===== src/hdl/clms_pkg.sv =====
`default_nettype none
package clms_pkg;

	// matrix geometry
	localparam int LED_COUNT  = 96;
	localparam int PIN_COUNT  = 11;
	localparam int PIN_W      = 4;
	localparam int IDX_W      = 7;
	localparam int LEVEL_W    = 2;
	localparam int TICK_W     = 32;
	localparam int CFG_IDX_W  = 2;

	// level store is addressed by anode * PIN_COUNT + cathode
	localparam int PAIR_COUNT = PIN_COUNT * PIN_COUNT;
	localparam int ADDR_W     = $clog2(PAIR_COUNT);

	localparam int MIN_ON_TICKS = 32;
	localparam int RESET_PERIOD = 4096;
	localparam int RESET_ON     = 4096;

	// command queue depth, a power of two
	localparam int CMDQ_DEPTH = 4;

	// register indexes on the configuration port
	typedef enum logic [CFG_IDX_W-1:0] {
		REG_PERIOD = 2'd0,
		REG_ON     = 2'd1,
		REG_MODE   = 2'd2
	} reg_index_t;

	// anode pin in the high nibble, cathode pin in the low nibble
	localparam logic [7:0] LED_PINS [LED_COUNT] = '{
		8'h73,8'h37,8'h74,8'h47,8'h34,8'h43,8'h78,8'h87,8'h38,8'h83,8'h48,8'h84,
		8'h70,8'h07,8'h30,8'h03,8'h40,8'h04,8'h80,8'h08,8'h76,8'h67,8'h36,8'h63,
		8'h46,8'h64,8'h86,8'h68,8'h06,8'h60,8'h75,8'h57,8'h35,8'h53,8'h45,8'h54,
		8'h85,8'h58,8'h05,8'h50,8'h65,8'h56,8'h71,8'h17,8'h31,8'h13,8'h41,8'h14,
		8'h81,8'h18,8'h01,8'h10,8'h61,8'h16,8'h51,8'h15,8'h72,8'h27,8'h32,8'h23,
		8'h42,8'h24,8'h82,8'h28,8'h02,8'h20,8'h62,8'h26,8'h52,8'h25,8'h12,8'h21,
		8'h7A,8'hA7,8'h3A,8'hA3,8'h4A,8'hA4,8'h8A,8'hA8,8'h0A,8'hA0,8'h6A,8'hA6,
		8'h5A,8'hA5,8'h1A,8'hA1,8'h2A,8'hA2,8'h79,8'h97,8'h39,8'h93,8'h49,8'h94
	};

	typedef struct packed {
		logic               mode;
		logic [IDX_W-1:0]   pix_idx;
		logic [LEVEL_W-1:0] pixel_level;
	} in_item_t;

	typedef struct packed {
		logic [PIN_COUNT-1:0] drive_high_mask;
		logic [PIN_COUNT-1:0] drive_low_mask;
		logic                 reload;
		logic [TICK_W-1:0]    next_period;
	} out_item_t;

	// classified work handed from front to back
	typedef struct packed {
		logic               tick;
		logic [ADDR_W-1:0]  addr;
		logic [LEVEL_W-1:0] level;
	} cmd_t;

	function automatic logic [ADDR_W-1:0] pair_addr(input logic [PIN_W-1:0] anode,
			input logic [PIN_W-1:0] cathode);
		return ADDR_W'(32'(anode) * PIN_COUNT + 32'(cathode));
	endfunction

	function automatic logic [7:0] led_pins(input logic [IDX_W-1:0] idx);
		logic [7:0] pins;
		pins = 8'h00;
		if (32'(idx) < LED_COUNT) begin
			pins = LED_PINS[idx];
		end
		return pins;
	endfunction

endpackage
`default_nettype wire


===== src/hdl/clms_ram.sv =====
`default_nettype none
module clms_ram #(
	parameter int WIDTH = 2,
	parameter int DEPTH = 121
) (
	input  wire logic                     clk,
	input  wire logic                     we,
	input  wire logic [$clog2(DEPTH)-1:0] waddr,
	input  wire logic [WIDTH-1:0]         wdata,
	input  wire logic [$clog2(DEPTH)-1:0] raddr,
	output logic      [WIDTH-1:0]         rdata
);

	logic [WIDTH-1:0] mem_q [DEPTH];

	// one write port, one registered read port
	always_ff @(posedge clk) begin
		if (we) begin
			mem_q[waddr] <= wdata;
		end
		rdata <= mem_q[raddr];
	end

endmodule
`default_nettype wire


===== src/hdl/clms_front.sv =====
`default_nettype none
module clms_front (
	input  wire logic               clk,
	input  wire logic               arst_n,
	input  wire logic               push,
	output logic                    full,
	input  wire clms_pkg::in_item_t item,
	output logic                    cmd_vld,
	output clms_pkg::cmd_t          cmd,
	input  wire logic               cmd_pop
);
	import clms_pkg::*;

	localparam int QA_W = $clog2(CMDQ_DEPTH);

	cmd_t            q_mem_q [CMDQ_DEPTH];
	logic [QA_W-1:0] wr_ptr_q, rd_ptr_q;
	logic [QA_W:0]   count_q;
	logic            accept, keep, enq, deq;
	logic [7:0]      in_pins;
	cmd_t            cmd_in;

	// classify: ticks pass, writes map to a pin pair, out-of-range writes drop
	always_comb begin
		in_pins      = led_pins(item.pix_idx);
		cmd_in.tick  = item.mode;
		cmd_in.addr  = pair_addr(in_pins[7:4], in_pins[3:0]);
		cmd_in.level = item.pixel_level;
		keep = item.mode || (32'(item.pix_idx) < LED_COUNT);
	end

	assign full    = (count_q == (QA_W+1)'(CMDQ_DEPTH));
	assign accept  = push && !full;
	assign enq     = accept && keep;
	assign cmd_vld = (count_q != '0);
	assign deq     = cmd_pop && cmd_vld;
	assign cmd     = q_mem_q[rd_ptr_q];

	// queue storage
	always_ff @(posedge clk) begin
		if (enq) begin
			q_mem_q[wr_ptr_q] <= cmd_in;
		end
	end

	// queue pointers and fill count
	always_ff @(posedge clk or negedge arst_n) begin
		if (!arst_n) begin
			wr_ptr_q <= '0;
			rd_ptr_q <= '0;
			count_q  <= '0;
		end else begin
			if (enq) begin
				wr_ptr_q <= wr_ptr_q + 1'b1;
			end
			if (deq) begin
				rd_ptr_q <= rd_ptr_q + 1'b1;
			end
			if (enq && !deq) begin
				count_q <= count_q + 1'b1;
			end else if (deq && !enq) begin
				count_q <= count_q - 1'b1;
			end
		end
	end

endmodule
`default_nettype wire


===== src/hdl/clms_back.sv =====
`default_nettype none
module clms_back (
	input  wire logic                               clk,
	input  wire logic                               arst_n,
	input  wire logic                               cmd_vld,
	input  wire clms_pkg::cmd_t                     cmd,
	output logic                                    cmd_pop,
	input  wire logic                               cfg_valid,
	output logic                                    cfg_ready,
	input  wire logic [clms_pkg::CFG_IDX_W-1:0]     cfg_index,
	input  wire logic [clms_pkg::TICK_W-1:0]        cfg_data,
	output logic                                    empty,
	input  wire logic                               pop,
	output clms_pkg::out_item_t                     result
);
	import clms_pkg::*;

	typedef enum logic [4:0] {
		ST_IDLE     = 5'b00001,
		ST_SCAN     = 5'b00010,
		ST_LAST     = 5'b00100,
		ST_ROW_EMIT = 5'b01000,
		ST_PIX_EMIT = 5'b10000
	} state_t;

	state_t state_q;

	// configuration
	logic [TICK_W-1:0] period_q, on_q;
	logic              scan_mode_q;

	// scan state
	logic [PIN_W-1:0]  row_pin_q;
	logic              row_pend_q;
	logic [IDX_W-1:0]  pix_ptr_q;
	logic [TICK_W-1:0] pix_on_q, off_len_q;

	// working registers of one tick
	logic [PIN_W-1:0]     cath_q, rd_cath_q;
	logic                 rd_scan_q, lit_q, rd_vld_q;
	logic [PIN_COUNT-1:0] lo_acc_q;
	logic [TICK_W-1:0]    row_on_q;
	logic [7:0]           pix_led_q;
	logic [PAIR_COUNT-1:0] vld_q;

	logic                 out_vld_q;
	out_item_t            out_q;

	logic                 out_free, tick_go, write_go, off_go, row_start, pix_start;
	logic [ADDR_W-1:0]    raddr;
	logic [LEVEL_W-1:0]   rdata, level;
	logic [7:0]           cur_led;
	logic [TICK_W-1:0]    on_floor, on_clamp, row_off, pix_on, pix_off;
	logic                 pix_set;

	assign cfg_ready = 1'b1;
	assign empty     = !out_vld_q;
	assign result    = out_q;

	// dispatch from the command queue
	always_comb begin
		out_free  = !out_vld_q || pop;
		tick_go   = (state_q == ST_IDLE) && cmd_vld && cmd.tick && out_free;
		write_go  = (state_q == ST_IDLE) && cmd_vld && !cmd.tick;
		cmd_pop   = tick_go || write_go;
		off_go    = tick_go && (scan_mode_q ? (off_len_q != '0) : row_pend_q);
		row_start = tick_go && !scan_mode_q && !row_pend_q;
		pix_start = tick_go && scan_mode_q && (off_len_q == '0);
	end

	// read address: current pixel while idle, row pair while scanning
	always_comb begin
		cur_led = led_pins(pix_ptr_q);
		if (state_q == ST_IDLE) begin
			raddr = pair_addr(cur_led[7:4], cur_led[3:0]);
		end else begin
			raddr = pair_addr(row_pin_q, cath_q);
		end
	end

	clms_ram #(
		.WIDTH (LEVEL_W),
		.DEPTH (PAIR_COUNT)
	) u_store (
		.clk   (clk),
		.we    (write_go),
		.waddr (cmd.addr),
		.wdata (cmd.level),
		.raddr (raddr),
		.rdata (rdata)
	);

	// timing arithmetic
	always_comb begin
		level    = rd_vld_q ? rdata : '0;
		on_floor = (on_q < TICK_W'(MIN_ON_TICKS)) ? TICK_W'(MIN_ON_TICKS) : on_q;
		on_clamp = (on_floor > period_q) ? period_q : on_floor;
		row_off  = period_q - row_on_q;
		case (level)
			2'd1:    pix_on = period_q >> 3;
			2'd2:    pix_on = period_q >> 2;
			default: pix_on = period_q;
		endcase
		pix_off = period_q - pix_on;
		pix_set = (pix_on != period_q) || (pix_on_q != period_q);
	end

	// valid bits of the level store
	always_ff @(posedge clk or negedge arst_n) begin
		if (!arst_n) begin
			vld_q <= '0;
		end else if (write_go) begin
			vld_q[cmd.addr] <= 1'b1;
		end
	end

	// working registers
	always_ff @(posedge clk) begin
		rd_vld_q  <= vld_q[raddr];
		rd_cath_q <= cath_q;
		if (row_start) begin
			cath_q   <= '0;
			row_on_q <= on_clamp;
			lo_acc_q <= '0;
			lit_q    <= 1'b0;
		end else begin
			if (state_q == ST_SCAN) begin
				cath_q <= cath_q + 1'b1;
			end
			if (rd_scan_q && (level != '0)) begin
				lo_acc_q <= lo_acc_q | (PIN_COUNT'(1) << rd_cath_q);
				lit_q    <= 1'b1;
			end
		end
		if (pix_start) begin
			pix_led_q <= cur_led;
		end
	end

	// result payload
	always_ff @(posedge clk) begin
		if (off_go) begin
			out_q <= '{drive_high_mask: '0, drive_low_mask: '0,
				reload: 1'b1, next_period: off_len_q};
		end else if (state_q == ST_ROW_EMIT) begin
			out_q.drive_high_mask <= lit_q ? (PIN_COUNT'(1) << row_pin_q) : '0;
			out_q.drive_low_mask  <= lo_acc_q;
			if (row_on_q != period_q) begin
				out_q.reload      <= 1'b1;
				out_q.next_period <= lit_q ? row_on_q : period_q;
			end else begin
				out_q.reload      <= 1'b0;
				out_q.next_period <= '0;
			end
		end else if (state_q == ST_PIX_EMIT) begin
			out_q.drive_high_mask <= (level != '0) ? (PIN_COUNT'(1) << pix_led_q[7:4]) : '0;
			out_q.drive_low_mask  <= (level != '0) ? (PIN_COUNT'(1) << pix_led_q[3:0]) : '0;
			out_q.reload          <= pix_set;
			out_q.next_period     <= pix_set ? pix_on : '0;
		end
	end

	// control: state machine, scan state, configuration, output beat
	always_ff @(posedge clk or negedge arst_n) begin
		if (!arst_n) begin
			state_q     <= ST_IDLE;
			period_q    <= TICK_W'(RESET_PERIOD);
			on_q        <= TICK_W'(RESET_ON);
			scan_mode_q <= 1'b0;
			row_pin_q   <= '0;
			row_pend_q  <= 1'b0;
			pix_ptr_q   <= '0;
			pix_on_q    <= TICK_W'(RESET_PERIOD);
			off_len_q   <= '0;
			rd_scan_q   <= 1'b0;
			out_vld_q   <= 1'b0;
		end else begin
			rd_scan_q <= (state_q == ST_SCAN);

			if (cfg_valid) begin
				case (cfg_index)
					REG_PERIOD: period_q    <= cfg_data;
					REG_ON:     on_q        <= cfg_data;
					REG_MODE:   scan_mode_q <= cfg_data[0];
					default:    ;
				endcase
			end

			// a new beat is loaded as the old one leaves
			if (off_go || (state_q == ST_ROW_EMIT) || (state_q == ST_PIX_EMIT)) begin
				out_vld_q <= 1'b1;
			end else if (pop && out_vld_q) begin
				out_vld_q <= 1'b0;
			end

			case (state_q)
				ST_IDLE: begin
					if (off_go) begin
						row_pend_q <= 1'b0;
						off_len_q  <= '0;
					end else if (row_start) begin
						state_q <= ST_SCAN;
					end else if (pix_start) begin
						state_q <= ST_PIX_EMIT;
					end
				end
				ST_SCAN: begin
					if (cath_q == PIN_W'(PIN_COUNT - 1)) begin
						state_q <= ST_LAST;
					end
				end
				ST_LAST: begin
					state_q <= ST_ROW_EMIT;
				end
				ST_ROW_EMIT: begin
					if ((row_on_q != period_q) && lit_q) begin
						row_pend_q <= 1'b1;
						off_len_q  <= row_off;
					end
					row_pin_q <= (row_pin_q == PIN_W'(PIN_COUNT - 1)) ? '0 : row_pin_q + 1'b1;
					state_q   <= ST_IDLE;
				end
				ST_PIX_EMIT: begin
					pix_on_q  <= pix_on;
					off_len_q <= pix_off;
					pix_ptr_q <= (pix_ptr_q == IDX_W'(LED_COUNT - 1)) ? '0 : pix_ptr_q + 1'b1;
					state_q   <= ST_IDLE;
				end
				default: begin
					state_q <= ST_IDLE;
				end
			endcase
		end
	end

endmodule
`default_nettype wire


===== src/hdl/charlieplex_led_matrix_scanner.sv =====
// A pixel write passes through the command queue and is written to the level store while the
// sequencer is idle. Ticks are handled one at a time, each once the result register is free;
// the result is registered at dispatch for an off pulse, after the pixel read for a per-pixel
// slot, and after the row scan for a row slot (one read per cathode, 11 pins, one read port).
// Reset (arst_n low) clears the level store's valid bits, so the display starts dark, and
// loads period and on time 4096 with row scan mode; no clearing pass is needed.
`default_nettype none
module charlieplex_led_matrix_scanner (
	input  wire logic                           clk,
	input  wire logic                           arst_n,
	input  wire logic                           push,
	output logic                                full,
	input  wire clms_pkg::in_item_t             item,
	output logic                                empty,
	input  wire logic                           pop,
	output clms_pkg::out_item_t                 result,
	input  wire logic                           cfg_valid,
	output logic                                cfg_ready,
	input  wire logic [clms_pkg::CFG_IDX_W-1:0] cfg_index,
	input  wire logic [clms_pkg::TICK_W-1:0]    cfg_data
);
	import clms_pkg::*;

	logic cmd_vld, cmd_pop;
	cmd_t cmd;

	// front: accept and classify beats into the command queue
	clms_front u_front (
		.clk     (clk),
		.arst_n  (arst_n),
		.push    (push),
		.full    (full),
		.item    (item),
		.cmd_vld (cmd_vld),
		.cmd     (cmd),
		.cmd_pop (cmd_pop)
	);

	// back: level store, scan sequencer and result register
	clms_back u_back (
		.clk       (clk),
		.arst_n    (arst_n),
		.cmd_vld   (cmd_vld),
		.cmd       (cmd),
		.cmd_pop   (cmd_pop),
		.cfg_valid (cfg_valid),
		.cfg_ready (cfg_ready),
		.cfg_index (cfg_index),
		.cfg_data  (cfg_data),
		.empty     (empty),
		.pop       (pop),
		.result    (result)
	);

endmodule
`default_nettype wire


===== config.mk =====
export PLATFORM = sky130hd
export DESIGN_NAME = charlieplex_led_matrix_scanner
export DESIGN_NICKNAME = d
export VERILOG_FILES = /design/src/hdl/clms_pkg.sv /design/src/hdl/clms_ram.sv /design/src/hdl/clms_front.sv /design/src/hdl/clms_back.sv /design/src/hdl/charlieplex_led_matrix_scanner.sv
export SDC_FILE = /design/constraint.sdc
export NUM_CORES = 2
export LEC_CHECK = 0
export BUFFER_PORTS_ARGS = -buffer_cell sky130_fd_sc_hd__buf_2
export CAP_MARGIN = 30
export CORE_UTILIZATION = 47
export CTS_BUF_LIST = sky130_fd_sc_hd__clkbuf_2
export DETAILED_ROUTE_END_ITERATION = 16
export PLACE_DENSITY = 0.66
export SKIP_CTS_REPAIR_TIMING = 1
export SLEW_MARGIN = 15
export SYNTH_ARGS = -nofsm -noshare
export SYNTH_HDL_FRONTEND = slang
export SYNTH_SLANG_ARGS = --single-unit

===== constraint.sdc =====
create_clock -name clk -period 9.69 [get_ports clk]
set_clock_uncertainty 0.1 [all_clocks]
set_input_delay 2.4225 -clock clk [delete_from_list [all_inputs] [get_ports clk]]
set_output_delay 2.4225 -clock clk [all_outputs]
set_load 0.01 [all_outputs]

==> qor.yml <==
htreeDepth: 4
cts_root_buffer: "clkbuf_2"
syn_inst: 3481
core_area_um2: 77340
drt-pass1-iter-count: 13
power_density_nw_per_um2: 327.1
cp_max_fo: 34
slew_viol_final: 0
fin_crit_ns: 7.265
start_util_pct: 47.40
wl_mm: 103.5
cp-startpoint: "u_back.pix_ptr_q[0]"
avgRoutedWirePerCell_um: 21.55
syn_avg_cell_area_um2: 10.53
grt_max_degree: 110
crit_type: "reg2reg"
clk_pin_slew_ns: 0.11
fin_crit_sh_pct: 74.97
setup_viol: 0
seq_area_frac_synth_pct: 50.36
fin_area_um2: 39870
fillers: 7013
relSlewSlack_pct: 30.40
cp.required_ns: 10.81
synthFlopType: "edfxtp_1"
dieArea_um2: 79120
die_w_um: 281.3
worst-slew-pin-transition_ns: 1.044
overflow: 0
min_path_type: "reg2reg"
synth-edff-count: 354
cts_buffers: 174
critPathCaptureType: "flop"
tritoncts: "built"
crit_top_cell: "a21oi_1"
io_buffers: 105
crit_chain: "inv_1 -> ha_1 -> nor2_1 -> a21oi_1 -> o221a_2 -> a21oi_1 -> a21oi_1 -> o22ai_1 -> ha_1 -> fa_1 -> fa_1 -> or3_1 -> nand2_2 -> buf_12 -> a2111oi_0 -> a41oi_1 -> and3_1 -> o21a_1 -> a211oi_2 -> a211oi_2"
ant_nets: 0
placed_cell_area_um2: 38080
ys_seq_elements: 676
gp_congestion: 0.9618
r2r_cells: 20
cp-start-kind: "flop"
yosys.cell_types.count: 94
syn2layout_area_growth_pct: 8.761
r2r_setup_slack_ns: 2.43
antenna_found_initial: 5
dr.first_iter.drc_count: 2883
power.total_mw: 13.04
num_rows: 102
rsz0062_at_grt: "false"
ir_drop_mv: 0.2490
fin_setup_tns_ns: 0
status: "finished with violations"
hold_ws_ns: 0.2746
p_leak_nw: 16.67
drc: 1
final-hold-violation-count: 0
io_pins: 107
via_per_inst: 5.903
drive_above_1_share_pct: 19.69
fin_nets: 3839
clock_sinks: 676
synth.net_count: 3716
dp_hpwl_mm: 71.68
clk_path_buf_depth: 3
ys.warnings.count: 0
hold_depth: 0
crit_arrival_ns: 8.38
worstSetupEndpoint: "u_back.u_store.rdata[1]"
die_h_um: 281.3
failed_checks: "DRC"
synthArstFlopShare_pct: 40.83
grt_pass1_wl_mm: 158.8
dr_total_vias: 28350
slowest_delay_ns: 0.79
grt_pass1_vias: 26800
insertion_delay_ns: 1.40
crit_slowest_cell: "dfrtp_1"
grt.total_usage_pct: 26.11
fmax_mhz: 137.7
r2r_end: "u_back.u_store.rdata[1]"
reg2reg_from: "u_back.pix_ptr_q[0]"
synth.cell_area_um2: 36660
maxCapViolations: 0
==> cell usage after synthesis (57+ instances only) <==
library cell	number	area [um^2]
nand3_1	62	310.3
ha_1	174	2177
nand2_1	376	1411
or2_2	117	732.0
mux2i_1	82	820.8
inv_1	129	484.2
clkbuf_1	150	563.0
dfrtp_1	272	6807
o21ai_0	229	1146
mux2_2	100	1126
xor2_1	57	499.2
edfxtp_1	354	10630
nor2_1	283	1062
o22ai_1	60	375.4
a21oi_1	166	830.8
==> worst min path at each step <==
stage                                      to  slack (ns)             start
after CTS                 u_back.rd_cath_q[2]        0.28  u_back.cath_q[2]
after global routing      u_back.rd_cath_q[3]        0.29  u_back.cath_q[3]
after detailed placement  u_back.rd_cath_q[2]        0.26  u_back.cath_q[2]
after floorplan           u_back.rd_cath_q[3]        0.25  u_back.cath_q[3]
after global placement    u_back.rd_cath_q[2]        0.26  u_back.cath_q[2]
final                     u_back.rd_cath_q[2]        0.27  u_back.cath_q[2]
==> per-layer routing <==
layer	track usage, %	wire [um]
met1	38.26	46370
met2	38.32	45980
met3	5.063	8492
met4	9.365	2626
met5	0	31
==> through the flow <==
| stage | setup slack [ns] | cells | utilization [%] |
|---|---|---|---|
| 6_report | 2.425 | 4802 | 51.55 |
| 5_1_grt | 1.961 | 4802 | 51.55 |
| 2_1_floorplan | 3.435 | 3481 | - |
| 3_3_place_gp | 2.378 | 4458 | 49.11 |
| 3_5_place_dp | 2.280 | 4464 | 49.24 |
| 4_1_cts | 2.545 | 4789 | 51.44 |
==> cell type report <==
cell class                      instances  area (um^2)  share of cell area [%]
Antenna cell                            9        22.52                 0.05649
Clock inverter                         50        322.8                  0.8096
Inverter                              130        488.0                   1.224
Sequential cell                       676        18460                   46.31
Tap cell                             1040         1301                   3.264
Timing Repair Buffer                  153         1012                   2.539
Clock buffer                          275         1376                   3.452
Multi-Input combinational cell       2469        16880                   42.35
==> where the power goes <==
part           leakage, nW  total [mW]  switching, mW  internal [mW]
sequential            7.21        4.24          0.405           3.84
combinational         8.16        6.73           4.30           2.43
clock                 1.30        2.07           1.24          0.827
==> worst max-delay path: cells and delay by family, from the launching register on <==
| kind | cells | cell delay [ns] |
|---|---|---|
| AOI/OAI and AO/OA | 10 | 1.98 |
| adders and majority gates | 4 | 1.83 |
| and+or+nand+nor | 4 | 1.53 |
| DFF | 1 | 0.79 |
| buffers and inverters | 2 | 0.79 |
==> logic make-up (layout without fill, tap and decap cells) <==
| kind of cell | after synthesis | count (layout) | synth area share (%) |
|---|---|---|---|
| flops | 676 | 676 | 50.36 |
| compound gates | 821 | 821 | 14.64 |
| xor+xnor | 107 | 107 | 2.556 |
| simple gates | 1141 | 1141 | 14.84 |
| buf+inv | 336 | 608 | 3.782 |
| mux | 213 | 213 | 7.215 |
| fa+ha+maj | 186 | 186 | 6.594 |
| other cells | 1 | 10 | 0.01023 |
==> sequential cells by signal, summed over array words and instances (netlist names), 3 cells and up <==
register and flops:
u_front.q_mem_q 40, u_back.period_q 32, u_back.row_pin_q 4, u_back.pix_ptr_q 7, u_back.pix_on_q 32, u_back.pix_led_q 8, u_back.rd_cath_q 4, u_back.result 55
u_back.off_len_q 32, u_back.state_q 5, u_back.cath_q 4, u_back.lo_acc_q 11, u_back.on_q 32, u_back.vld_q 121, u_front.count_q 3, u_back.u_store.mem_q 242
u_back.row_on_q 32
==> cells in the final DEF, fill, tap and decap left out, drive strengths merged, types with 135 or more instances in the layout <==
| cell | netlist | final |
|---|---|---|
| a21oi | 166 | 166 |
| ha | 174 | 174 |
| clkbuf | 151 | 276 |
| edfxtp | 354 | 354 |
| dfrtp | 272 | 272 |
| buf | 55 | 152 |
| nand2 | 377 | 377 |
| inv | 129 | 135 |
| nor2 | 285 | 285 |
| o21ai | 236 | 236 |
Power figures use the tool's default switching activity.
